[src/design/binary_to_decimal_text_macros.svh]
// Assertion macros used by the converter design.
`ifndef BINARY_TO_DECIMAL_TEXT_MACROS_SVH
`define BINARY_TO_DECIMAL_TEXT_MACROS_SVH

// Same-cycle implication, sampled on clk_i, off while in reset.
`define B2DT_ASSERT_NOW(lbl, ante, cons, msg) \
  lbl: assert property (@(posedge clk_i) disable iff (!rst_ni) (ante) |-> (cons)) \
    else $error(msg);

// Next-cycle implication, sampled on clk_i, off while in reset.
`define B2DT_ASSERT_NEXT(lbl, ante, cons, msg) \
  lbl: assert property (@(posedge clk_i) disable iff (!rst_ni) (ante) |=> (cons)) \
    else $error(msg);

`endif

[src/design/b2dt_pkg.sv]
package b2dt_pkg;

  localparam int MANTISSA_BITS = 96;
  localparam int MAX_DIGITS    = 29;

  localparam int LOW_W   = 64;
  localparam int HIGH_W  = 32;
  localparam int SCALE_W = 5;
  localparam int SYM_W   = 4;

  localparam logic [SCALE_W-1:0] SCALE_LIMIT = SCALE_W'(28);

  // Symbol codes
  localparam logic [SYM_W-1:0] SYM_ZERO  = SYM_W'(0);
  localparam logic [SYM_W-1:0] SYM_POINT = SYM_W'(10);

  typedef struct packed {
    logic [LOW_W-1:0]   mantissa_low;
    logic [HIGH_W-1:0]  mantissa_high;
    logic [SCALE_W-1:0] scale;
  } in_word_t;

  typedef struct packed {
    logic [SYM_W-1:0] symbol;
    logic             last;
  } out_word_t;

endpackage

[src/design/binary_to_decimal_text.sv]
// Binary to decimal text. Takes a 96-bit unsigned mantissa and a scale of
// 0..28 (larger values saturate to 28) and returns the decimal text as a run
// of words, most significant first: symbol 0..9 is a digit, 10 is the
// decimal point, and last marks the final word. Leading zeros are dropped; an
// empty integer part gives a leading 0, and missing fraction digits are
// padded with zeros after the point. Timing: after an item is taken, the
// converter shifts one mantissa bit per cycle through a row of 29 BCD cells,
// then walks the digit row from the top, silently skipping leading zeros one
// digit per cycle and emitting one word per cycle while the output side keeps
// up (up to 30 words). One item is in flight at a time; the next item is taken
// as soon as the final word sits in the output register.
module binary_to_decimal_text (
  input  logic                 clk_i,
  input  logic                 rst_ni,
  input  logic                 in_valid_i,
  output logic                 in_ready_o,
  input  b2dt_pkg::in_word_t   in_data_i,
  output logic                 out_valid_o,
  input  logic                 out_ready_i,
  output b2dt_pkg::out_word_t  out_data_o
);
  import b2dt_pkg::*;

  localparam int BcdW    = 4 * MAX_DIGITS;
  localparam int InW     = LOW_W + HIGH_W;
  localparam int ExtW    = (MANTISSA_BITS > InW) ? MANTISSA_BITS : InW;
  localparam int BitCntW = (MANTISSA_BITS > 1) ? $clog2(MANTISSA_BITS) : 1;
  localparam int PosW    = $clog2(MAX_DIGITS + 1);
  localparam int CmpW    = (PosW > SCALE_W) ? PosW : SCALE_W;

  typedef enum logic [1:0] {
    S_IDLE,
    S_CONV,
    S_EMIT
  } state_e;

  state_e              state_q;
  logic [BitCntW-1:0]  bit_cnt_q;
  logic [PosW-1:0]     pos_q;       // digits still in the row
  logic [SCALE_W-1:0]  scale_q;
  logic                started_q;   // integer part begun
  logic                point_q;     // point already sent
  logic                out_valid_q;
  out_word_t           out_data_q;

  logic [MANTISSA_BITS-1:0] mant_q;
  logic [BcdW-1:0]          bcd_q;
  logic [BcdW-1:0]          bcd_adj;
  logic [ExtW-1:0]          mant_ext;
  logic [SCALE_W-1:0]       scale_sat;
  logic [SYM_W-1:0]         top_digit;
  logic [CmpW-1:0]          pos_cmp;
  logic [CmpW-1:0]          scale_cmp;
  logic                     in_take;
  logic                     out_free;
  logic                     out_load;
  logic                     skip_zero;
  logic                     at_point;

  assign in_take   = in_valid_i && in_ready_o;
  assign out_free  = !out_valid_q || out_ready_i;
  assign mant_ext  = ExtW'({in_data_i.mantissa_high, in_data_i.mantissa_low});
  assign scale_sat = (in_data_i.scale > SCALE_LIMIT) ? SCALE_LIMIT : in_data_i.scale;
  assign top_digit = bcd_q[BcdW-1 -: 4];
  assign pos_cmp   = CmpW'(pos_q);
  assign scale_cmp = CmpW'(scale_q);

  // Leading zero of the integer part, except the units digit when scale is 0: drop it quietly.
  assign skip_zero = !started_q && (top_digit == SYM_ZERO) &&
                     (pos_cmp > scale_cmp) && (pos_q > PosW'(1));
  // Point goes before the digit at this place (and a 0 ahead of it if the
  // integer part is empty).
  assign at_point  = (scale_q != '0) && (pos_cmp == scale_cmp) && !point_q;
  // A new word enters the output register this cycle.
  assign out_load  = (state_q == S_EMIT) && !skip_zero && out_free;

  // Double dabble: every cell at 5 or above gets +3 before the shift.
  always_comb begin
    for (int i = 0; i < MAX_DIGITS; i++) begin
      bcd_adj[4*i +: 4] = (bcd_q[4*i +: 4] >= 4'd5) ? bcd_q[4*i +: 4] + 4'd3
                                                     : bcd_q[4*i +: 4];
    end
  end

  // Digit row and mantissa shifter
  always_ff @(posedge clk_i) begin
    if (in_take) begin
      mant_q <= mant_ext[MANTISSA_BITS-1:0];
      bcd_q  <= '0;
    end else if (state_q == S_CONV) begin
      mant_q <= {mant_q[MANTISSA_BITS-2:0], 1'b0};
      bcd_q  <= {bcd_adj[BcdW-2:0], mant_q[MANTISSA_BITS-1]};
    end else if (state_q == S_EMIT && (skip_zero || (out_free && !at_point))) begin
      bcd_q  <= {bcd_q[BcdW-5:0], 4'd0};
    end
  end

  // Control and output register
  always_ff @(posedge clk_i or negedge rst_ni) begin
    if (!rst_ni) begin
      state_q     <= S_IDLE;
      bit_cnt_q   <= '0;
      pos_q       <= '0;
      scale_q     <= '0;
      started_q   <= 1'b0;
      point_q     <= 1'b0;
      out_valid_q <= 1'b0;
      out_data_q  <= '0;
    end else begin
      if (out_load) begin
        out_valid_q <= 1'b1;
      end else if (out_ready_i) begin
        out_valid_q <= 1'b0;
      end
      unique case (state_q)
        S_IDLE: begin
          if (in_valid_i) begin
            state_q   <= S_CONV;
            bit_cnt_q <= BitCntW'(MANTISSA_BITS - 1);
            scale_q   <= scale_sat;
          end
        end
        S_CONV: begin
          bit_cnt_q <= bit_cnt_q - 1'b1;
          if (bit_cnt_q == '0) begin
            state_q   <= S_EMIT;
            pos_q     <= PosW'(MAX_DIGITS);
            started_q <= 1'b0;
            point_q   <= 1'b0;
          end
        end
        S_EMIT: begin
          if (skip_zero) begin
            pos_q <= pos_q - 1'b1;
          end else if (out_free) begin
            if (at_point) begin
              out_data_q.last <= 1'b0;
              if (!started_q) begin
                out_data_q.symbol <= SYM_ZERO;
                started_q         <= 1'b1;
              end else begin
                out_data_q.symbol <= SYM_POINT;
                point_q           <= 1'b1;
              end
            end else begin
              out_data_q.symbol <= top_digit;
              out_data_q.last   <= (pos_q == PosW'(1));
              started_q         <= 1'b1;
              pos_q             <= pos_q - 1'b1;
              if (pos_q == PosW'(1)) begin
                state_q <= S_IDLE;
              end
            end
          end
        end
        default: state_q <= S_IDLE;
      endcase
    end
  end

  assign in_ready_o  = (state_q == S_IDLE);
  assign out_valid_o = out_valid_q;
  assign out_data_o  = out_data_q;

`include "binary_to_decimal_text_macros.svh"

  // Digit walk never runs past the units digit.
  `B2DT_ASSERT_NOW(a_pos_live, state_q == S_EMIT, pos_q != '0, "emit with empty digit row")
  // Point is always followed by a digit.
  `B2DT_ASSERT_NOW(a_point_not_last, out_valid_o && out_data_o.symbol == SYM_POINT,
                   !out_data_o.last, "point flagged as last")
  // Taken item always starts a conversion.
  `B2DT_ASSERT_NEXT(a_take_conv, in_valid_i && in_ready_o, state_q == S_CONV,
                    "accepted word did not start conversion")

endmodule
[config.mk]
export PLATFORM = sky130hd
export DESIGN_NAME = binary_to_decimal_text
export DESIGN_NICKNAME = d
export VERILOG_FILES = /design/src/design/b2dt_pkg.sv /design/src/design/binary_to_decimal_text.sv
export VERILOG_INCLUDE_DIRS = /design/src /design/src/design
export SDC_FILE = /design/constraint.sdc
export NUM_CORES = 1
export LEC_CHECK = 0
export ABC_AREA = 1
export BUFFER_PORTS_ARGS = -buffer_cell sky130_fd_sc_hd__buf_2
export CORE_ASPECT_RATIO = 0.8
export CORE_MARGIN = 5
export CORE_UTILIZATION = 35
export CTS_CLUSTER_SIZE = 28
export DETAILED_ROUTE_END_ITERATION = 6
export SLEW_MARGIN = 10
export SYNTH_ARGS = -nofsm -noshare
export SYNTH_HDL_FRONTEND = slang
export SYNTH_SLANG_ARGS = --single-unit
[constraint.sdc]
create_clock -name clk_i -period 9.2 [get_ports clk_i]
set_input_delay 1.84 -clock clk_i [delete_from_list [all_inputs] [get_ports clk_i]]
set_output_delay 1.84 -clock clk_i [all_outputs]
set_load 0.01 [all_outputs]
# ---- After elaboration in Yosys (flattened, before gate mapping)
# Cells that the tools add are included.
dict set report classes {
  addsub 31
  multipliers 0
  div 0
  order_cmp 32
  eq_ne 14
  n_shift 0
  muxes 61
  bitwise_logic 1
  n_reduce_logical 33
}
# operator n
set ops {}
lappend ops {{$mux 116} 2}
lappend ops {{$mux 96} 2}
lappend ops {{$ge 4x3->1 const B} 29}
lappend ops {{$mux 4} 29}
lappend ops {{$add 4x2->4 const B} 28}
lappend ops {{$mux 5} 6}
lappend ops {{$pmux 7 s2} 1}
lappend ops {{$mux 2} 6}
lappend ops {{$ne 2x2->1 const B} 6}
lappend ops {{$reduce_and 6->1} 2}
lappend ops {{$logic_and 1x1->1} 10}
lappend ops {{$pmux 5 s2} 1}
lappend ops {{$reduce_bool 2->1} 5}
lappend ops {{$mux 1} 9}
lappend ops {{$reduce_and 4->1} 2}
lappend ops {{$logic_not 7->1} 1}
lappend ops {{$mux 7} 1}
lappend ops {{$sub 7x1->7 const B} 1}
lappend ops {{$ne 3x3->1 const B} 2}
lappend ops {{$pmux 2 s3} 1}
lappend ops {{$eq 5x1->1 const B} 1}
lappend ops {{$eq 5x5->1} 1}
lappend ops {{$gt 5x1->1 const B} 1}
lappend ops {{$gt 5x5->1} 1}
lappend ops {{other kinds (16)} 24}
dict set report totals {
  reg_bits 239
  latchBits 0
  mem_bits_rw 0
  rom_bits 0
  in_bits 105
  out_inout_bits 7
  wordCells 183
  mem_count 0
}

# ---- Depth between registers and ports, before layout
# Gate-level depths: netlist of run 1.
dict set report logic_depth {
  word_depth 9
  ltp_mapped 13
  ltp_nobuf 12
}

# ---- Worst setup path after synthesis of run 1
# Ideal clock, no wire load.
dict set report synth_path {
  path_kind {input port to flip-flop}
  from {input port in_valid_i}
  to {register mant_q[0] (enable)}
  setup_time_ns 0.450
  arrival_time_ns 4.006
  path_slack_ns 4.744
  stages 4
  n_path_buf 0
  cell_sequence {nand2_2 > inv_2 > nor2_1 > inv_1}
}
dict set report synth_via {
  elab_chain_cells 2
}
# element line_no
set synth_lines {}
lappend synth_lines {{start, declared} binary_to_decimal_text.sv:15} ;# input logic in_valid_i,
lappend synth_lines {{$logic_and 1x1->1} binary_to_decimal_text.sv:60} ;# assign in_take = in_valid_i && in_ready_o;
lappend synth_lines {{$reduce_bool 2->1 (no line)} -}
lappend synth_lines {{end signal, assigned} binary_to_decimal_text.sv:88} ;# mant_q <= mant_ext[MANTISSA_BITS-1:0];
lappend synth_lines {{end signal, assigned} binary_to_decimal_text.sv:91} ;# mant_q <= {mant_q[MANTISSA_BITS-2:0], 1'b0};
lappend synth_lines {{end, declared} binary_to_decimal_text.sv:46} ;# logic [MANTISSA_BITS-1:0] mant_q;
# Every way passes these cells.
# A chain may end at the register's enable or synchronous reset.

# ---- Worst setup path after layout of run 1
dict set report layout_path {
  from {register pos_q[2], in the netlist pos_cmp[2]}
  to {register bcd_q[26]}
}
dict set report layout_via {
  elab_chain_cells 8
  elab_cells_between_ends 12
  cone_classes {order compare (2); eq/ne (1); reduce/logical (9)}
}
# element line_no
set layout_lines {}
lappend layout_lines {{start, declared} binary_to_decimal_text.sv:39} ;# logic [PosW-1:0] pos_q;
lappend layout_lines {{start signal, assigned} binary_to_decimal_text.sv:127} ;# pos_q <= PosW'(MAX_DIGITS);
lappend layout_lines {{start signal, assigned} binary_to_decimal_text.sv:134} ;# pos_q <= pos_q - 1'b1;
lappend layout_lines {{start signal, assigned} binary_to_decimal_text.sv:149} ;# pos_q <= pos_q - 1'b1;
lappend layout_lines {{branches (longest 5 deep; another with $gt 5x5->1)} -}
lappend layout_lines {{$logic_or 1x1->1 *} binary_to_decimal_text.sv:93} ;# end else if (state_q == S_EMIT && (skip_zero || (out_free && !at_point))) begin
lappend layout_lines {{$logic_and 1x1->1 *} binary_to_decimal_text.sv:93}
lappend layout_lines {{$reduce_bool 2->1 (no line) *} -}
lappend layout_lines {{end signal, assigned} binary_to_decimal_text.sv:92} ;# bcd_q <= {bcd_adj[BcdW-2:0], mant_q[MANTISSA_BITS-1]};
lappend layout_lines {{end signal, assigned} binary_to_decimal_text.sv:94} ;# bcd_q <= {bcd_q[BcdW-5:0], 4'd0};
lappend layout_lines {{end, declared} binary_to_decimal_text.sv:47} ;# logic [BcdW-1:0] bcd_q;
# Every way passes the cells marked *.

==> results of run 1 <==
==> how the worst min path moves through the flow <==
stage	startpoint	end	depth (start not counted)
floorplan	bit_cnt_q[6]	bit_cnt_q[6]	1
global placement	out_data_o[0]	out_data_o[0]	2
detailed placement	out_data_o[0]	out_data_o[0]	2
CTS	bit_cnt_q[6]	bit_cnt_q[6]	1
global route	out_data_o[1]	out_data_o[1]	2
finish	out_data_o[3]	out_data_o[3]	2
==> area by class of cell <==
cell class | count | area [sq um] | share of cell area
sequential | 239 | 5880 | 0.374
inverter | 184 | 697 | 0.0443
clock buffer | 40 | 776 | 0.0493
clock inverter | 9 | 98.8 | 0.00628
timing repair buffer | 120 | 623 | 0.0396
tap | 536 | 671 | 0.0426
multi-input combinational | 1404 | 7000 | 0.444
==> sequential cells by signal, summed over array words and instances (netlist names) <==
signal and count:
out_valid_o 1, state_q 2, scale_cmp 5, bit_cnt_q 7, out_data_o 5, pos_cmp 5
mant_q 96, bcd_q 116, started_q 1, point_q 1
==> worst min-delay path, delay by kind of cell, from the launching register on <==
| family | cells | cell delay (ns) |
|---|---|---|
| flip-flops | 1 | 0.34 |
| AO/OA/AOI/OAI | 1 | 0.06 |
| AND/OR/NAND/NOR | 1 | 0.05 |
==> per-layer routing <==
metal	global-route usage	routed length [um]	share of wire	up-vias
li1	-	-	-	6524
met1	0.208	16600	0.52	5681
met2	0.217	13500	0.42	260
met3	0.0219	1500	0.047	44
met4	0.0312	618	0.019	0
met5	0	0	0	-
==> logic make-up after synthesis <==
family,share of synthesized area
AND/OR/NAND/NOR,0.267
XOR/XNOR,0.0173
buffers and inverters,0.0912
AO/OA/AOI/OAI,0.148
flip-flops,0.416
adder cells (fa/ha/maj),0.0602
==> synth_stat cells (3+ instances only) <==
cell type,instances
a21oi_1,180
a22oi_1,23
buf_1,16
buf_2,41
buf_4,15
buf_6,10
clkbuf_1,29
dfrtp_1,27
dfxtp_1,116
edfxtp_1,96
ha_1,68
inv_1,178
inv_2,6
nand2_1,510
nand3_1,216
nand4_1,31
nor2_1,131
nor2_2,3
o21ai_0,192
o21ai_1,9
xor2_1,28
==> power by group through the flow <==
stage               registers, uW  clock network [uW]  logic (uW)
finish                       2140                1060        3640
global route                 2210                1140        4300
CTS                          2140                1090        3660
detailed placement           2140                   0        3640
global placement             2140                   0        3540
floorplan                    2080                   0        3060
==> cells in the final DEF (no fill, tap or decap), drive strengths merged <==
cell type / instances
nor2: 135
edfxtp: 96
nor3: 2
clkinvlp: 1
nand4: 31
buf: 120
dfrtp: 27
o21ai: 201
nand3b: 2
a21oi: 180
o211ai: 1
dfxtp: 116
inv: 184
clkbuf: 40
o22ai: 2
or2: 2
nand2: 511
bufinv: 1
ha: 68
clkinv: 7
a22oi: 23
xor2: 28
nand3: 218
==> stage by stage <==
stage	instances	hold slack, ns
6_report	2532	0.485
3_3_place_gp	2483	0.467
4_1_cts	2532	0.492
2_1_floorplan	1938	0.452
3_5_place_dp	2483	0.478
5_1_grt	2532	0.508
==> results.tsv, run 1 <==
stage	metric	value	unit
detailed_routing	route.detailed.drc	0	
pwr	power_leakage	0.00774	uW
clock_network	postCtsSetupBuffers	0	
placement	dpl.hpwl	20100	um
worst_setup_path	rr_endpoint	bcd_q[26]	
worst_setup_path	startpoint	pos_cmp[2]	
worst_setup_path	cp_max_fo	94	
detailed_routing	vias	12509	
worst_setup_path	cp_slowest_stage_delay	0.80	ns
worst_setup_path	cp_cell_sequence	ha_1 -> nand2_1 -> inv_1 -> o21ai_0 -> nand3_1 -> nand3_4 -> buf_4 -> buf_4 -> nand3_1 -> nand2_1 -> nor2_1	
detailed_routing	routed_wl	32200	um
floorplan	start_util	0.356	
synthesis	synth_seq_cells	239	
synthesis	yosysUniqueCellTypes	29	
placement	place_ws	4.80	ns
synthesis	synthArstFlopShare	0.113	
clock_network	clk_path_buf_depth	3	
floorplan	die_h	190	um
worst_setup_path	r2r_slack	5.21	ns
placement	gp_congestion	0.779	
clock_network	cts_resized	0	
clock_network	root_buffer	clkbuf_16	
sta	worstMarginPinSlew	1.08	ns
clock_network	path_clk_slew	0.06	ns
worst_setup_path	critPathTopFamily	buffers and inverters	
synthesis	syn_nets	2111	
global_routing	grt_pass1_wl	55500	um
synthesis	postSynthAreaPerCell	7.30	sq um
pwr	p_sw	3040	uW
placement	numPortBuffers	111	
clock_network	cts_buffers	28	
pwr	p_sw_frac	0.445	
global_routing	grt.total_usage	0.140	
synthesis	synth_edf_count	96	
final_layout	fill_cells	4169	
synthesis	ys_seq_area_frac	0.416	
sta	final.min_clock_period	3.99	ns
worst_setup_path	critPathKind	reg -> reg	
floorplan	core	0.0397	sq mm
worst_setup_path	cp.required	9.63	ns
worst_setup_path	slowest_stage	buf_4	
pwr	seqPwrFrac	0.313	
worst_setup_path	endpoint_kind	flip-flop	
worst_setup_path	crit_end	bcd_q[26]	
synthesis	ys.flop_type	dfxtp_1	
worst_setup_path	path_buf_inv	3	
synthesis	syn_inst	1938	
sta	slew_violations	0	
worst_setup_path	worstPathArrival	4.42	ns
global_routing	grt_overflow	0	
sta	finClkSkew	0.0532	ns
final_layout	postLayoutCoreUtil	0.397	
worst_setup_path	start_kind	flip-flop	
worst_hold_path	min_path_type	reg -> reg	
detailed_routing	dr.pass1.iters	5	
pwr	p_int	3790	uW
floorplan	std_cell_rows	65	
synthesis	synth_top_area_share	0.204	
pwr	power.share.clock	0.155	
worst_setup_path	r2r_start	pos_cmp[2]	
global_routing	antenna_found_initial	0	
sta	finalSetupViolations	0	
synthesis	syn_area	0.0141	sq mm
sta	final-hold-violation-count	0	
sta	slew_headroom	0.280	
worst_setup_path	crit_cells	11	
pwr	ir_worst_vdd	0.000284	V
synthesis	yosys.area.top_type	edfxtp_1	
floorplan	ios	112	
global_routing	grt_pass1_vias	11645	
clock_network	cts.sinks	239	
sta	fmax	251	MHz
final_layout	design_area	0.0157	sq mm
final_layout	syn2layout_area_growth	11.3	%
detailed_routing	detail_route.vias_per_cell	4.94	
synthesis	yosys-top-cells-area	edfxtp_1 (20%), dfxtp_1 (16%), nand2_1 (14%), nand3_1 (7.6%), o21ai_0 (6.8%)	
pwr	power	6830	uW
sta	layout_setup_ws	5.21	ns
sta	timing.final.crit_share	0.434	
synthesis	yosysWarnings	0	
pwr	pwr-share-comb	0.532	
floorplan	die_w	235	um
clock_network	cts_hold_buf	0	
final_layout	drive_gt1_frac	0.0882	
sta	timing.setup.tns	0	ns
placement	placed_cell_area	0.0149	sq mm
detailed_routing	ant_nets	0	
clock_network	htree_levels	1	
sta	rsz0062_at_grt	false	
clock_network	clkLatencyLatePin	0.58	ns
outcome	status	finished clean	
pwr	p_per_area	434	mW/mm^2
final_layout	layout.nets	2150	
final_layout	antenna_cells	0	
worst_setup_path	ff2ff_path_depth	11	
global_routing	grt_max_degree	158	
floorplan	dieArea	0.0445	sq mm
run	maxCapViolCount	0	
clock_network	cts_tree	built	
detailed_routing	drtIter0Drc	986	
detailed_routing	routedWlPerCell	12.7	um
(Power assumes the default switching activity.)
==> run 2, diff against run 1 <==
==> constraint.sdc (replaced) <==
create_clock -name clk_i -period 4.05 [get_ports clk_i]
set_input_delay 0.81 -clock clk_i [delete_from_list [all_inputs] [get_ports clk_i]]
set_output_delay 0.81 -clock clk_i [all_outputs]
set_load 0.01 [all_outputs]
==> run 2 against run 1 <==
- final cell count rose by 0.24%
- maximum frequency rose by 38%
- utilization rose by 0.39 points
- highest routed layer unchanged
==> results.tsv, run 2 (synthesis gave the netlist of run 1 again) <==
stage	metric	value	unit	change
outcome	status	finished clean		unchanged
placement	dp_cells	2487		was 2483
pwr	power_leakage	0.00781	uW	was 0.00774 uW
final_layout	final_cell_mix	nand2_1 (510), nand3_1 (216), o21ai_0 (192)		unchanged
worst_setup_path	endpoint_kind	flip-flop		unchanged
sta	finalSetupViolations	0		unchanged
floorplan	core	0.0397	sq mm	unchanged
clock_network	path_clk_slew	0.06	ns	about the same
clock_network	htree_levels	1		unchanged
final_layout	layout.nets	2154		was 2150
placement	numPortBuffers	111		unchanged
detailed_routing	routedWlPerCell	12.8	um	was 12.7 um
worst_setup_path	start_kind	flip-flop		unchanged
placement	dpl.hpwl	20300	um	was 20100 um
clock_network	cts_hold_buf	0		unchanged
sta	timing.setup.tns	0	ns	unchanged
sta	timing.final.crit_share	0.715		was 0.434
floorplan	die_w	235	um	unchanged
global_routing	grt.total_usage	0.139		was 0.140
global_routing	grt_pass1_wl	55100	um	was 55500 um
final_layout	drive_gt1_frac	0.0915		was 0.0882
floorplan	start_util	0.356		unchanged
floorplan	dieArea	0.0445	sq mm	unchanged
detailed_routing	ant_nets	0		unchanged
floorplan	std_cell_rows	65		unchanged
worst_setup_path	worstPathArrival	3.10	ns	was 4.42 ns
detailed_routing	drtIter0Drc	1066		was 986
clock_network	cts_buffers	28		unchanged
detailed_routing	vias	12520		about the same
worst_setup_path	cp.required	4.25	ns	was 9.63 ns
global_routing	grt_max_degree	107		was 158
sta	slew_violations	0		unchanged
final_layout	fill_cells	4173		was 4169
sta	fmax	345	MHz	was 251 MHz
floorplan	die_h	190	um	unchanged
final_layout	largest_register	bcd_q		unchanged
clock_network	clk_path_buf_depth	3		unchanged
sta	rsz0062_at_grt	false		unchanged
clock_network	cts_resized	0		unchanged
worst_setup_path	critPathKind	reg -> reg		unchanged
clock_network	root_buffer	clkbuf_16		unchanged
global_routing	grt_overflow	0		unchanged
placement	gp_congestion	0.806		was 0.779
final_layout	top_regs	bcd_q: 116 flops, mant_q: 96 flops, bit_cnt_q: 7 flops		unchanged
final_layout	multiInputGateArea	0.00700	sq mm	unchanged
sta	final.min_clock_period	2.90	ns	was 3.99 ns
final_layout	postLayoutCoreUtil	0.401		was 0.397
sta	finClkSkew	0.0453	ns	was 0.0532 ns
global_routing	antenna_found_initial	1		was 0
sta	final-hold-violation-count	0		unchanged
final_layout	final_common_cell	nand2_1		unchanged
clock_network	cts.sinks	239		unchanged
sta	slew_headroom	0.278		was 0.280
floorplan	ios	112		unchanged
final_layout	regArea	0.00588	sq mm	unchanged
worst_setup_path	cp_max_fo	87		was 94
detailed_routing	detail_route.vias_per_cell	4.93		was 4.94
clock_network	cts_tree	built		unchanged
pwr	p_per_area	991	mW/mm^2	was 434 mW/mm^2
detailed_routing	routed_wl	32500	um	was 32200 um
sta	worstMarginPinSlew	1.08	ns	about the same
final_layout	syn2layout_area_growth	12.4	%	was 11.3%
run	maxCapViolCount	0		unchanged
clock_network	clkLatencyLatePin	0.58	ns	about the same
pwr	ir_worst_vdd	0.000385	V	was 0.000284 V
worst_hold_path	min_path_type	in -> async		was reg -> reg
detailed_routing	route.detailed.drc	0		unchanged
clock_network	postCtsSetupBuffers	0		unchanged
final_layout	stdcell_count	2538		was 2532
global_routing	grt_pass1_vias	11607		about the same
detailed_routing	dr.pass1.iters	5		unchanged
final_layout	largest_reg_flops	116		unchanged
-- run 2: worst max-delay path: stages, from the launching register on --
cell,delay (ns)
dfrtp_1,0.43
nor2_1,0.40
nand2_8,0.35
inv_2,0.15
nor2_1,0.08
clkinv_2,0.17
buf_4,0.85
-- run 2: final cells by class --
type	count	area share
tap	536	0.0422
antenna	1	0.000157
clock inverter	16	0.0130
sequential	239	0.370
inverter	184	0.0438
multi-input combinational	1404	0.440
clock buffer	34	0.0474
timing repair buffer	124	0.0434
-- run 2: metal layers --
metal | vias to the layer above | wire, um | GRT usage
li1 | 6528 | - | -
met1 | 5688 | 16700 | 0.207
met2 | 263 | 13700 | 0.211
met3 | 41 | 1570 | 0.0272
met4 | 0 | 538 | 0.0287
met5 | - | 0 | 0
-- run 2: power by group --
| group | switching [uW] | internal, uW | total [uW] |
|---|---|---|---|
| clock | 1030 | 1580 | 2610 |
| sequential | 654 | 4190 | 4840 |
| combinational | 5230 | 3060 | 8300 |
-- run 2: stage by stage --
stage	cell area (sq um)	total power, uW	worst slack (ns)	hold slack [ns]
after floorplan	14100	11700	0.624	0.452
after global placement	14900	12900	1.10	0.470
after detailed placement	14900	13200	1.08	0.473
after CTS	15900	15900	1.08	0.234
after global routing	15900	17500	0.892	0.276
final	15900	15700	1.15	0.241
-- run 2: final timing paths --
path,from,to,slack (ns),cells past startpoint
worst max-delay path,state_q[0],mant_q[62],1.15,6
min in group clk_i,out_data_o[3],out_data_o[3],0.48,2
worst min register to register,out_data_o[3],out_data_o[3],0.48,2
max in group asynchronous,rst_ni,bit_cnt_q[6],3.40,1
worst min-delay path,rst_ni,pos_cmp[3],0.24,1
worst max register to register,state_q[0],mant_q[62],1.15,6
